<file path="config.mk">
export PLATFORM = sky130hd
export DESIGN_NAME = riff_wave_data_chunk_locator_unit
export DESIGN_NICKNAME = d
export VERILOG_FILES = /design/src/rtl/rwcl_pkg.sv /design/src/rtl/riff_wave_data_chunk_locator_unit.sv /design/src/rtl/rwcl_parser.sv /design/src/rtl/rwcl_frame_stage.sv
export SDC_FILE = /design/constraint.sdc
export NUM_CORES = 1
export LEC_CHECK = 0
export ABC_AREA = 1
export BUFFER_PORTS_ARGS = -buffer_cell sky130_fd_sc_hd__buf_4
export CORE_AREA = 4 4 242 244
export CTS_CLUSTER_SIZE = 40
export DETAILED_ROUTE_END_ITERATION = 16
export DIE_AREA = 0 0 246 248
export PLACE_DENSITY = 0.61
export SYNTH_ARGS = -nofsm -noshare
export SYNTH_HDL_FRONTEND = slang
export SYNTH_SLANG_ARGS = --single-unit
</file>
<file path="constraint.sdc">
create_clock -name clock -period 11.86 [get_ports clock]
set_clock_uncertainty 0.1 [all_clocks]
set_input_delay 0.593 -clock clock [delete_from_list [all_inputs] [get_ports clock]]
set_output_delay 0.593 -clock clock [all_outputs]
set_load 0.01 [all_outputs]
</file>
<file path="src/rtl/rwcl_pkg.sv">
// Shared types and constants for the RIFF/WAVE data chunk locator.
// No dependencies; used by every module of the block.
package rwcl_pkg;

   localparam int unsigned LEN_W  = 31;
   localparam int unsigned TAG_W  = 32;
   localparam int unsigned SKIP_W = 33;

   localparam logic [TAG_W-1:0] TAG_RIFF = 32'h5249_4646;
   localparam logic [TAG_W-1:0] TAG_WAVE = 32'h5741_5645;
   localparam logic [TAG_W-1:0] TAG_DATA = 32'h6461_7461;

   localparam logic [LEN_W-1:0] MIN_FILE_LEN = 31'd44;
   localparam logic [LEN_W-1:0] WALK_START   = 31'd12;
   localparam logic [LEN_W-1:0] CHUNK_HDR    = 31'd8;
   localparam logic [LEN_W-1:0] FIRST_HDR_END = WALK_START + CHUNK_HDR;

   typedef enum logic [1:0] {
      PHASE_HEADER,
      PHASE_TAG,
      PHASE_SKIP,
      PHASE_DONE
   } phase_type;

   typedef enum logic [1:0] {
      STATUS_FOUND,
      STATUS_SHORT,
      STATUS_NOT_WAVE,
      STATUS_NO_DATA
   } status_type;

   typedef struct packed {
      status_type       status;
      logic [LEN_W-1:0] data_offset;
      logic [LEN_W-1:0] data_size;
   } result_type;

endpackage

</file>
<file path="src/rtl/riff_wave_data_chunk_locator_unit.sv">
// Top level of the RIFF/WAVE data chunk locator: length register and wiring.
// Depends on rwcl_pkg, rwcl_parser and rwcl_frame_stage.
//
// Usage:
//   Write the file's byte length on csr_ (always ready) before the file, then
//   stream the file one byte per req_ transfer, marking byte 0 with
//   req_first_byte and the final byte with req_last_byte.
//   Exactly one rsp_ transfer comes per file: status, offset of the first PCM
//   byte, PCM size clamped to the file length, and the frame count.
//   Bytes after the decision are dropped until the next req_first_byte.
// Throughput: one byte per cycle while req_ready is high; each byte passes one
//   register of compare and add logic.
// Output path: a deciding byte's result goes into the decision register, then
//   through the frame count multiply into the output register on rsp_.
// Reset: clears the length to zero and starts a file at the next byte.
// Stall: a held rsp_ result leaves one more result slot free; bytes that
//   decide nothing keep flowing, and req_ready drops only when both
//   result registers are full.
module riff_wave_data_chunk_locator_unit #(
   parameter int FRAME_CHANNELS = 2,
   parameter int SAMPLE_BYTES   = 2
) (
   input  logic                       clock,
   input  logic                       reset,
   input  logic                       csr_valid,
   output logic                       csr_ready,
   input  logic [rwcl_pkg::LEN_W-1:0] csr_file_length,
   input  logic                       req_valid,
   output logic                       req_ready,
   input  logic [7:0]                 req_data_byte,
   input  logic                       req_first_byte,
   input  logic                       req_last_byte,
   output logic                       rsp_valid,
   input  logic                       rsp_ready,
   output logic [1:0]                 rsp_status,
   output logic [rwcl_pkg::LEN_W-1:0] rsp_data_offset,
   output logic [rwcl_pkg::LEN_W-1:0] rsp_data_size,
   output logic [rwcl_pkg::LEN_W-1:0] rsp_frame_count
);

   logic [rwcl_pkg::LEN_W-1:0] file_length_ff;
   logic                       res_valid;
   logic                       res_ready;
   rwcl_pkg::result_type       res_result;

   assign csr_ready = 1'b1;

   always_ff @(posedge clock) begin
      if (reset) begin
         file_length_ff <= '0;
      end else if (csr_valid && csr_ready) begin
         file_length_ff <= csr_file_length;
      end
   end

   rwcl_parser u_parser (
      .clock          (clock),
      .reset          (reset),
      .req_valid      (req_valid),
      .req_ready      (req_ready),
      .req_data_byte  (req_data_byte),
      .req_first_byte (req_first_byte),
      .req_last_byte  (req_last_byte),
      .file_length    (file_length_ff),
      .res_valid      (res_valid),
      .res_ready      (res_ready),
      .res_result     (res_result)
   );

   rwcl_frame_stage #(
      .FRAME_CHANNELS (FRAME_CHANNELS),
      .SAMPLE_BYTES   (SAMPLE_BYTES)
   ) u_frame_stage (
      .clock           (clock),
      .reset           (reset),
      .res_valid       (res_valid),
      .res_ready       (res_ready),
      .res_result      (res_result),
      .rsp_valid       (rsp_valid),
      .rsp_ready       (rsp_ready),
      .rsp_status      (rsp_status),
      .rsp_data_offset (rsp_data_offset),
      .rsp_data_size   (rsp_data_size),
      .rsp_frame_count (rsp_frame_count)
   );

endmodule

</file>
<file path="src/rtl/rwcl_parser.sv">
// Byte-serial chunk walker: parse state, decision logic and a result register.
// Depends on rwcl_pkg.
module rwcl_parser (
   input  logic                           clock,
   input  logic                           reset,
   input  logic                           req_valid,
   output logic                           req_ready,
   input  logic [7:0]                     req_data_byte,
   input  logic                           req_first_byte,
   input  logic                           req_last_byte,
   input  logic [rwcl_pkg::LEN_W-1:0]     file_length,
   output logic                           res_valid,
   input  logic                           res_ready,
   output rwcl_pkg::result_type           res_result
);

   rwcl_pkg::phase_type               phase_ff, phase_in;
   logic [rwcl_pkg::TAG_W-1:0]        nxt_ff, nxt_in;
   logic [rwcl_pkg::TAG_W-1:0]        hdr_ff, hdr_in;
   logic [rwcl_pkg::TAG_W-1:0]        tag_ff, tag_in;
   logic [23:0]                       size_ff, size_in;
   logic [rwcl_pkg::SKIP_W-1:0]       skip_ff, skip_in;
   logic [2:0]                        idx_ff, idx_in;
   logic                              s1_valid_ff, s1_valid_in;
   rwcl_pkg::result_type              s1_result_ff, s1_result_in;

   logic                              accept;
   logic                              hit;

   assign req_ready = !s1_valid_ff || res_ready;
   assign accept    = req_valid && req_ready;

   always_comb begin
      rwcl_pkg::phase_type         cur_phase;
      logic [rwcl_pkg::TAG_W-1:0]  cur_nxt;
      logic [rwcl_pkg::TAG_W-1:0]  cur_hdr;
      logic [rwcl_pkg::TAG_W-1:0]  cur_tag;
      logic [23:0]                 cur_size;
      logic [rwcl_pkg::SKIP_W-1:0] cur_skip;
      logic [2:0]                  cur_idx;
      logic [rwcl_pkg::TAG_W-1:0]  tag_new;
      logic [31:0]                 full_size;
      logic                        odd;
      logic [32:0]                 chunk_end;
      logic                        room_ok;
      logic [rwcl_pkg::LEN_W-1:0]  room;
      logic [rwcl_pkg::LEN_W-1:0]  clamped;

      cur_phase = phase_ff;
      cur_nxt   = nxt_ff;
      cur_hdr   = hdr_ff;
      cur_tag   = tag_ff;
      cur_size  = size_ff;
      cur_skip  = skip_ff;
      cur_idx   = idx_ff;
      if (req_first_byte) begin
         cur_phase = rwcl_pkg::PHASE_HEADER;
         cur_nxt   = 32'd1;
         cur_hdr   = 32'(rwcl_pkg::CHUNK_HDR) + 32'd1;
         cur_tag   = '0;
         cur_size  = '0;
         cur_skip  = '0;
         cur_idx   = '0;
      end

      tag_new   = {cur_tag[23:0], req_data_byte};
      full_size = {req_data_byte, cur_size};
      odd       = full_size[0];
      chunk_end = {1'b0, cur_hdr} + {1'b0, full_size} + {32'd0, odd};
      room_ok   = cur_nxt <= {1'b0, file_length};
      room      = file_length - cur_nxt[rwcl_pkg::LEN_W-1:0];
      if (!room_ok) begin
         clamped = '0;
      end else if (full_size > {1'b0, room}) begin
         clamped = room;
      end else begin
         clamped = full_size[rwcl_pkg::LEN_W-1:0];
      end

      phase_in = cur_phase;
      nxt_in   = cur_nxt;
      hdr_in   = cur_hdr;
      tag_in   = cur_tag;
      size_in  = cur_size;
      skip_in  = cur_skip;
      idx_in   = cur_idx;
      hit      = 1'b0;
      s1_result_in.status      = rwcl_pkg::STATUS_NO_DATA;
      s1_result_in.data_offset = '0;
      s1_result_in.data_size   = '0;

      if (cur_phase != rwcl_pkg::PHASE_DONE) begin
         if (cur_nxt == 32'h8000_0000) begin
            nxt_in = 32'd1;
            hdr_in = 32'(rwcl_pkg::CHUNK_HDR) + 32'd1;
         end else begin
            nxt_in = cur_nxt + 32'd1;
            hdr_in = cur_hdr + 32'd1;
         end
      end

      unique case (cur_phase)
         rwcl_pkg::PHASE_HEADER: begin
            tag_in = tag_new;
            if (cur_nxt == 32'd1 && file_length < rwcl_pkg::MIN_FILE_LEN) begin
               hit = 1'b1;
               s1_result_in.status = rwcl_pkg::STATUS_SHORT;
            end else if (cur_nxt == 32'd4 && tag_new != rwcl_pkg::TAG_RIFF) begin
               hit = 1'b1;
               s1_result_in.status = rwcl_pkg::STATUS_NOT_WAVE;
            end else if (cur_nxt == 32'(rwcl_pkg::WALK_START)) begin
               if (tag_new != rwcl_pkg::TAG_WAVE) begin
                  hit = 1'b1;
                  s1_result_in.status = rwcl_pkg::STATUS_NOT_WAVE;
               end else if (file_length < rwcl_pkg::FIRST_HDR_END) begin
                  hit = 1'b1;
                  s1_result_in.status = rwcl_pkg::STATUS_NO_DATA;
               end else begin
                  phase_in = rwcl_pkg::PHASE_TAG;
                  idx_in   = '0;
                  tag_in   = '0;
                  size_in  = '0;
                  if (req_last_byte) begin
                     hit = 1'b1;
                     s1_result_in.status = rwcl_pkg::STATUS_NO_DATA;
                  end
               end
            end else if (req_last_byte) begin
               hit = 1'b1;
               s1_result_in.status = rwcl_pkg::STATUS_NOT_WAVE;
            end
         end
         rwcl_pkg::PHASE_TAG: begin
            if (!cur_idx[2]) begin
               tag_in = tag_new;
            end else begin
               unique case (cur_idx[1:0])
                  2'd0:    size_in[7:0]   = req_data_byte;
                  2'd1:    size_in[15:8]  = req_data_byte;
                  2'd2:    size_in[23:16] = req_data_byte;
                  default: size_in        = cur_size;
               endcase
            end
            if (cur_idx == 3'd7) begin
               if (cur_tag == rwcl_pkg::TAG_DATA) begin
                  hit = 1'b1;
                  s1_result_in.status      = rwcl_pkg::STATUS_FOUND;
                  s1_result_in.data_offset = cur_nxt[rwcl_pkg::LEN_W-1:0];
                  s1_result_in.data_size   = clamped;
               end else if (chunk_end > {2'b00, file_length}) begin
                  hit = 1'b1;
                  s1_result_in.status = rwcl_pkg::STATUS_NO_DATA;
               end else begin
                  idx_in  = '0;
                  tag_in  = '0;
                  size_in = '0;
                  skip_in = {1'b0, full_size} + {32'd0, odd};
                  phase_in = (full_size == '0) ? rwcl_pkg::PHASE_TAG
                                               : rwcl_pkg::PHASE_SKIP;
                  if (req_last_byte) begin
                     hit = 1'b1;
                     s1_result_in.status = rwcl_pkg::STATUS_NO_DATA;
                  end
               end
            end else begin
               idx_in = cur_idx + 3'd1;
               if (req_last_byte) begin
                  hit = 1'b1;
                  s1_result_in.status = rwcl_pkg::STATUS_NO_DATA;
               end
            end
         end
         rwcl_pkg::PHASE_SKIP: begin
            if (cur_skip != '0) begin
               skip_in = cur_skip - 33'd1;
            end
            if (cur_skip <= 33'd1) begin
               phase_in = rwcl_pkg::PHASE_TAG;
               idx_in   = '0;
               tag_in   = '0;
               size_in  = '0;
            end
            if (req_last_byte) begin
               hit = 1'b1;
               s1_result_in.status = rwcl_pkg::STATUS_NO_DATA;
            end
         end
         default: begin
            hit = 1'b0;
         end
      endcase

      if (hit) begin
         phase_in = rwcl_pkg::PHASE_DONE;
      end
   end

   always_comb begin
      s1_valid_in = s1_valid_ff;
      if (accept && hit) begin
         s1_valid_in = 1'b1;
      end else if (res_ready) begin
         s1_valid_in = 1'b0;
      end
   end

   always_ff @(posedge clock) begin
      if (reset) begin
         phase_ff    <= rwcl_pkg::PHASE_HEADER;
         nxt_ff      <= 32'd1;
         hdr_ff      <= 32'(rwcl_pkg::CHUNK_HDR) + 32'd1;
         tag_ff      <= '0;
         size_ff     <= '0;
         skip_ff     <= '0;
         idx_ff      <= '0;
         s1_valid_ff <= 1'b0;
      end else begin
         s1_valid_ff <= s1_valid_in;
         if (accept) begin
            phase_ff <= phase_in;
            nxt_ff   <= nxt_in;
            hdr_ff   <= hdr_in;
            tag_ff   <= tag_in;
            size_ff  <= size_in;
            skip_ff  <= skip_in;
            idx_ff   <= idx_in;
         end
      end
   end

   always_ff @(posedge clock) begin
      if (accept && hit) begin
         s1_result_ff <= s1_result_in;
      end
   end

   assign res_valid  = s1_valid_ff;
   assign res_result = s1_result_ff;

`ifndef SYNTHESIS
   a_hold_result: assert property (@(posedge clock) disable iff (reset)
      s1_valid_ff && !res_ready |=> s1_valid_ff && $stable(s1_result_ff))
      else $error("result dropped or changed while stalled");

   a_skip_nonzero: assert property (@(posedge clock) disable iff (reset)
      phase_ff == rwcl_pkg::PHASE_SKIP |-> skip_ff != '0)
      else $error("skip phase with nothing left to skip");

   a_hdr_track: assert property (@(posedge clock) disable iff (reset)
      hdr_ff == nxt_ff + 32'(rwcl_pkg::CHUNK_HDR))
      else $error("header end lost track of byte position");

   a_done_quiet: assert property (@(posedge clock) disable iff (reset)
      accept && !req_first_byte && phase_ff == rwcl_pkg::PHASE_DONE |-> !hit)
      else $error("second result for one file");
`endif

endmodule

</file>
<file path="src/rtl/rwcl_frame_stage.sv">
// Output stage: frame count by reciprocal multiply into the result register.
// Depends on rwcl_pkg.
module rwcl_frame_stage #(
   parameter int FRAME_CHANNELS = 2,
   parameter int SAMPLE_BYTES   = 2
) (
   input  logic                       clock,
   input  logic                       reset,
   input  logic                       res_valid,
   output logic                       res_ready,
   input  rwcl_pkg::result_type       res_result,
   output logic                       rsp_valid,
   input  logic                       rsp_ready,
   output logic [1:0]                 rsp_status,
   output logic [rwcl_pkg::LEN_W-1:0] rsp_data_offset,
   output logic [rwcl_pkg::LEN_W-1:0] rsp_data_size,
   output logic [rwcl_pkg::LEN_W-1:0] rsp_frame_count
);

   localparam int FrameBytes = FRAME_CHANNELS * SAMPLE_BYTES;
   localparam int FrameLog   = $clog2(FrameBytes);
   localparam int Shift      = rwcl_pkg::LEN_W + FrameLog;
   localparam logic [63:0] Recip =
      ((64'd1 << Shift) + 64'(FrameBytes) - 64'd1) / 64'(FrameBytes);
   localparam int ProdW = 72;

   logic                       out_valid_ff;
   rwcl_pkg::result_type       out_result_ff;
   logic [rwcl_pkg::LEN_W-1:0] frames_ff;
   logic [ProdW-1:0]           product;
   logic                       load;

   assign res_ready = !out_valid_ff || rsp_ready;
   assign load      = res_valid && res_ready;
   assign product   = {41'd0, res_result.data_size} * {39'd0, Recip[32:0]};

   always_ff @(posedge clock) begin
      if (reset) begin
         out_valid_ff <= 1'b0;
      end else if (res_ready) begin
         out_valid_ff <= res_valid;
      end
   end

   always_ff @(posedge clock) begin
      if (load) begin
         out_result_ff <= res_result;
         frames_ff     <= product[Shift +: rwcl_pkg::LEN_W];
      end
   end

   assign rsp_valid       = out_valid_ff;
   assign rsp_status      = out_result_ff.status;
   assign rsp_data_offset = out_result_ff.data_offset;
   assign rsp_data_size   = out_result_ff.data_size;
   assign rsp_frame_count = frames_ff;

endmodule
</file>
==> qor.yml <==
outcome:
  outcome: "complete, no violations"
worst_setup_path:
  peak_fanout_along_the_critical_path: 41
  worst-endpoint-arrival_ns: 8.21
  worst_r2r_startpoint: "u_parser.nxt_ff[0]$_SDFFE_PP1P_"
  worst_r2r_path_depth: 29
  slowest_delay_ns: 0.78
  worst_ep_required_time_ns: 12.10
  r2r-end: "u_parser.res_result[21]$_SDFFCE_PN0P_"
  crit_type: "in -> reg"
  setup.worst_path.end_class: "flip-flop"
  timing.critical_path.mode_cell: "nand2_1"
  setup.reg_to_reg.worst_slack_ns: 4.49
  crit_path_start_kind: "primary input"
  worst_path_max_delay_cell: "nand2_1"
min_path:
  timing.hold.worst.class: "in -> reg"
  min_from: "csr_file_length[9]"
  hold_end: "file_length_ff[9]$_SDFFE_PP0P_"
  min_path_cells: 3
synthesis:
  post_synth_edffs: 128
  ys_seq_area_share_pct: 31.15
  synth_top_cells_by_area: "edfxtp_1 16%, dfxtp_1 16%, nand2_1 11%, a21oi_1 8.9%, ha_1 8.2%"
  post-synth-top-area-cell: "edfxtp_1"
  netlist_area_um2: 24620
  asr_flop_ratio_synth_pct: 0
  postSynthAreaPerCell_um2: 6.787
  syn_inst: 3627
  post-synth-top-area-fraction_pct: 15.61
  ys.flop_type: "dfxtp_1"
  synth_warnings: 0
  ys_seq_elements: 319
  yosysUniqueCellTypes: 55
drt:
  final_antenna_net_count: 0
  routed_wire_length_per_instance_um: 19.64
  detailedRoute.firstPassIterationCount: 6
  drc_errors: 0
  vias: 25002
  drt_iter0_drc: 3165
  route.detailed.vias_per_inst: 5.640
  routed_wl_mm: 87.05
die:
  die_width_um: 246
  die_area_um2: 61010
  core_um2: 56280
  ios: 144
  dieHeight_um: 248
  floorplan.rows: 87
  initial_core_utilization_pct: 43.74
power:
  leak_pwr_nw: 11.29
  ir_worst_vdd_uv: 116.3
  power.density_cell_area_nw_per_um2: 113.6
clock_network:
  cts_buffers: 39
  clock_slew_seen_by_the_registers_of_the_worst_setup_and_hold_paths_ns: 0.06
  clk_latency_ns: 0.58
  root_buffer: "clkbuf_16"
  cts_tree: "yes"
  clock_tree.htree_level_count: 2
  buffer_count_from_post_cts_setup_fixing: 0
  clock_sink_count: 319
  cts_resized: 0
  cts.path.max_buffers: 3
  holdBufCountCts: 0
sta:
  hold_viol_final: 0
  fmax_mhz: 125.5
  finalSetupViolCount: 0
  min_period_over_period_pct: 67.20
  worst_pin_slew_ns: 0.9806
  postLayoutSetupSlackWorst_ns: 3.890
  totalNegativeSetupSlack_ns: 0
  rsz0062_at_grt: "no"
  min_period_ns: 7.970
  slew_violations: 0
  slew-limit-headroom_pct: 34.39
placement:
  hpwl_mm: 63.05
  dp_worst_setup_slack_ns: 3.569
  post_dp_cell_area_um2: 25900
  port_buffers: 140
  gp_routability_congestion: 0.9862
final_layout:
  register_area_um2: 7667
  footprint_of_the_multi_input_gates_um2: 14330
  fraction_of_final_layout_cells_sized_beyond_drive_strength_1_pct: 8.458
  most_used_cells_in_the_layout_excluding_fill_and_tap_cells: "721 x nand2_1, 438 x a21oi_1, 428 x nor2_1, 427 x inv_1, 227 x o21ai_0"
  syn_to_final_growth_pct: 10.59
  filler_cell_count: 5848
  mostFrequentLayoutCell: "nand2_1"
  antennaDiodeCount: 0
  final_util_pct: 48.38
  number_of_nets_in_the_final_layout: 3855
  final_cell_area_um2: 27220
global_routing:
  grt_usage_pct: 27.57
  grt_max_degree: 162
  globalRouteOverflowTotal: 0
  grt_first_pass_wirelength_mm: 132.8
  grt_pass1_vias: 22232
  antenna_found_initial: 0
flow_run:
  max-cap-violations: 0
## per-stage QoR
stage / hold WS [ns] / cells / power [mW]
after floorplan: 0.3003 / 3628 / 1.648
after global placement: 0.3008 / 4362 / 1.847
after detailed placement: 0.3045 / 4362 / 1.847
after CTS: 0.1722 / 4433 / 3.106
after global routing: 0.1906 / 4433 / 3.229
final: 0.1951 / 4433 / 3.091
## logic make-up (layout without fill, tap and decap cells)
logic type               count (synthesis)  in the layout  share of synthesized area (%)
flip-flops                             319            319                          31.15
AO/OA/AOI/OAI                          854            854                          19.04
other                                    2              3                        0.03051
adder cells (fa/ha/maj)                162            162                          8.264
buffers and inverters                  638            687                          10.78
AND/OR/NAND/NOR                       1537           1537                          26.64
XOR/XNOR                               115            115                          4.091
## how the worst max path moves through the flow
stage | to | from
global placement | u_parser.res_result[21]$_SDFFCE_PN0P_ | req_first_byte
detailed placement | u_parser.res_result[21]$_SDFFCE_PN0P_ | req_first_byte
floorplan | u_parser.res_result[0]$_SDFFCE_PN0P_ | req_first_byte
finish | u_parser.res_result[21]$_SDFFCE_PN0P_ | req_first_byte
CTS | u_parser.res_result[21]$_SDFFCE_PN0P_ | req_first_byte
global route | u_parser.res_result[21]$_SDFFCE_PN0P_ | req_first_byte
## cells in the mapped netlist, types with 14 or more instances
| cell | number |
|---|---|
| a21oi_1 | 440 |
| inv_2 | 14 |
| nand3_1 | 170 |
| nor2_1 | 428 |
| xnor2_1 | 24 |
| o211ai_1 | 74 |
| buf_4 | 33 |
| nand2_1 | 722 |
| nor3_1 | 50 |
| inv_1 | 430 |
| clkbuf_1 | 115 |
| buf_2 | 23 |
| edfxtp_1 | 128 |
| o21ai_0 | 227 |
| nand4_1 | 61 |
| nor2_2 | 21 |
| o21ai_1 | 25 |
| nand2_2 | 16 |
| nor4_1 | 34 |
| xor2_1 | 91 |
| dfxtp_1 | 191 |
| ha_1 | 161 |
## power breakdown
part           switching, mW  internal (mW)
clock                  0.510          0.742
combinational          0.449          0.186
sequential            0.0228           1.18
total                  0.981           2.11
## metal layers
metal | wire length, um | track usage, % | share of wire, %
met1 | 39550 | 40.87 | 45
met2 | 36790 | 41.42 | 42
met3 | 8197 | 4.559 | 9.4
met4 | 2513 | 7.609 | 2.9
met5 | 0 | 0 | 0
## flip-flops by register name (all words and copies together), names as in the netlist
register,cells
file_length_ff,31
u_frame_stage.rsp_data_offset,31
u_frame_stage.rsp_data_size,31
u_frame_stage.rsp_status,2
u_frame_stage.rsp_valid,1
u_parser.hdr_ff,32
u_parser.idx_ff,3
u_parser.nxt_ff,32
u_parser.phase_ff,2
u_parser.res_result,64
u_parser.res_valid,1
u_parser.size_ff,24
u_parser.skip_ff,33
u_parser.tag_ff,32
## critical path: cells and delay by family
family / cells / cell delay [ns]
AO/OA/AOI/OAI: 7 / 1.71
buffers and inverters: 7 / 1.86
AND/OR/NAND/NOR: 14 / 3.09
adder cells (fa/ha/maj): 3 / 0.89
## cell type report
class,instances,area share [%]
multi-input cells,2671,52.64
inverters,447,6.163
well taps,756,3.474
repair buffers,169,4.706
flip-flops and latches,319,28.16
clock inverters,19,0.9743
clock buffers,52,3.874
(Power assumes the default switching activity.)
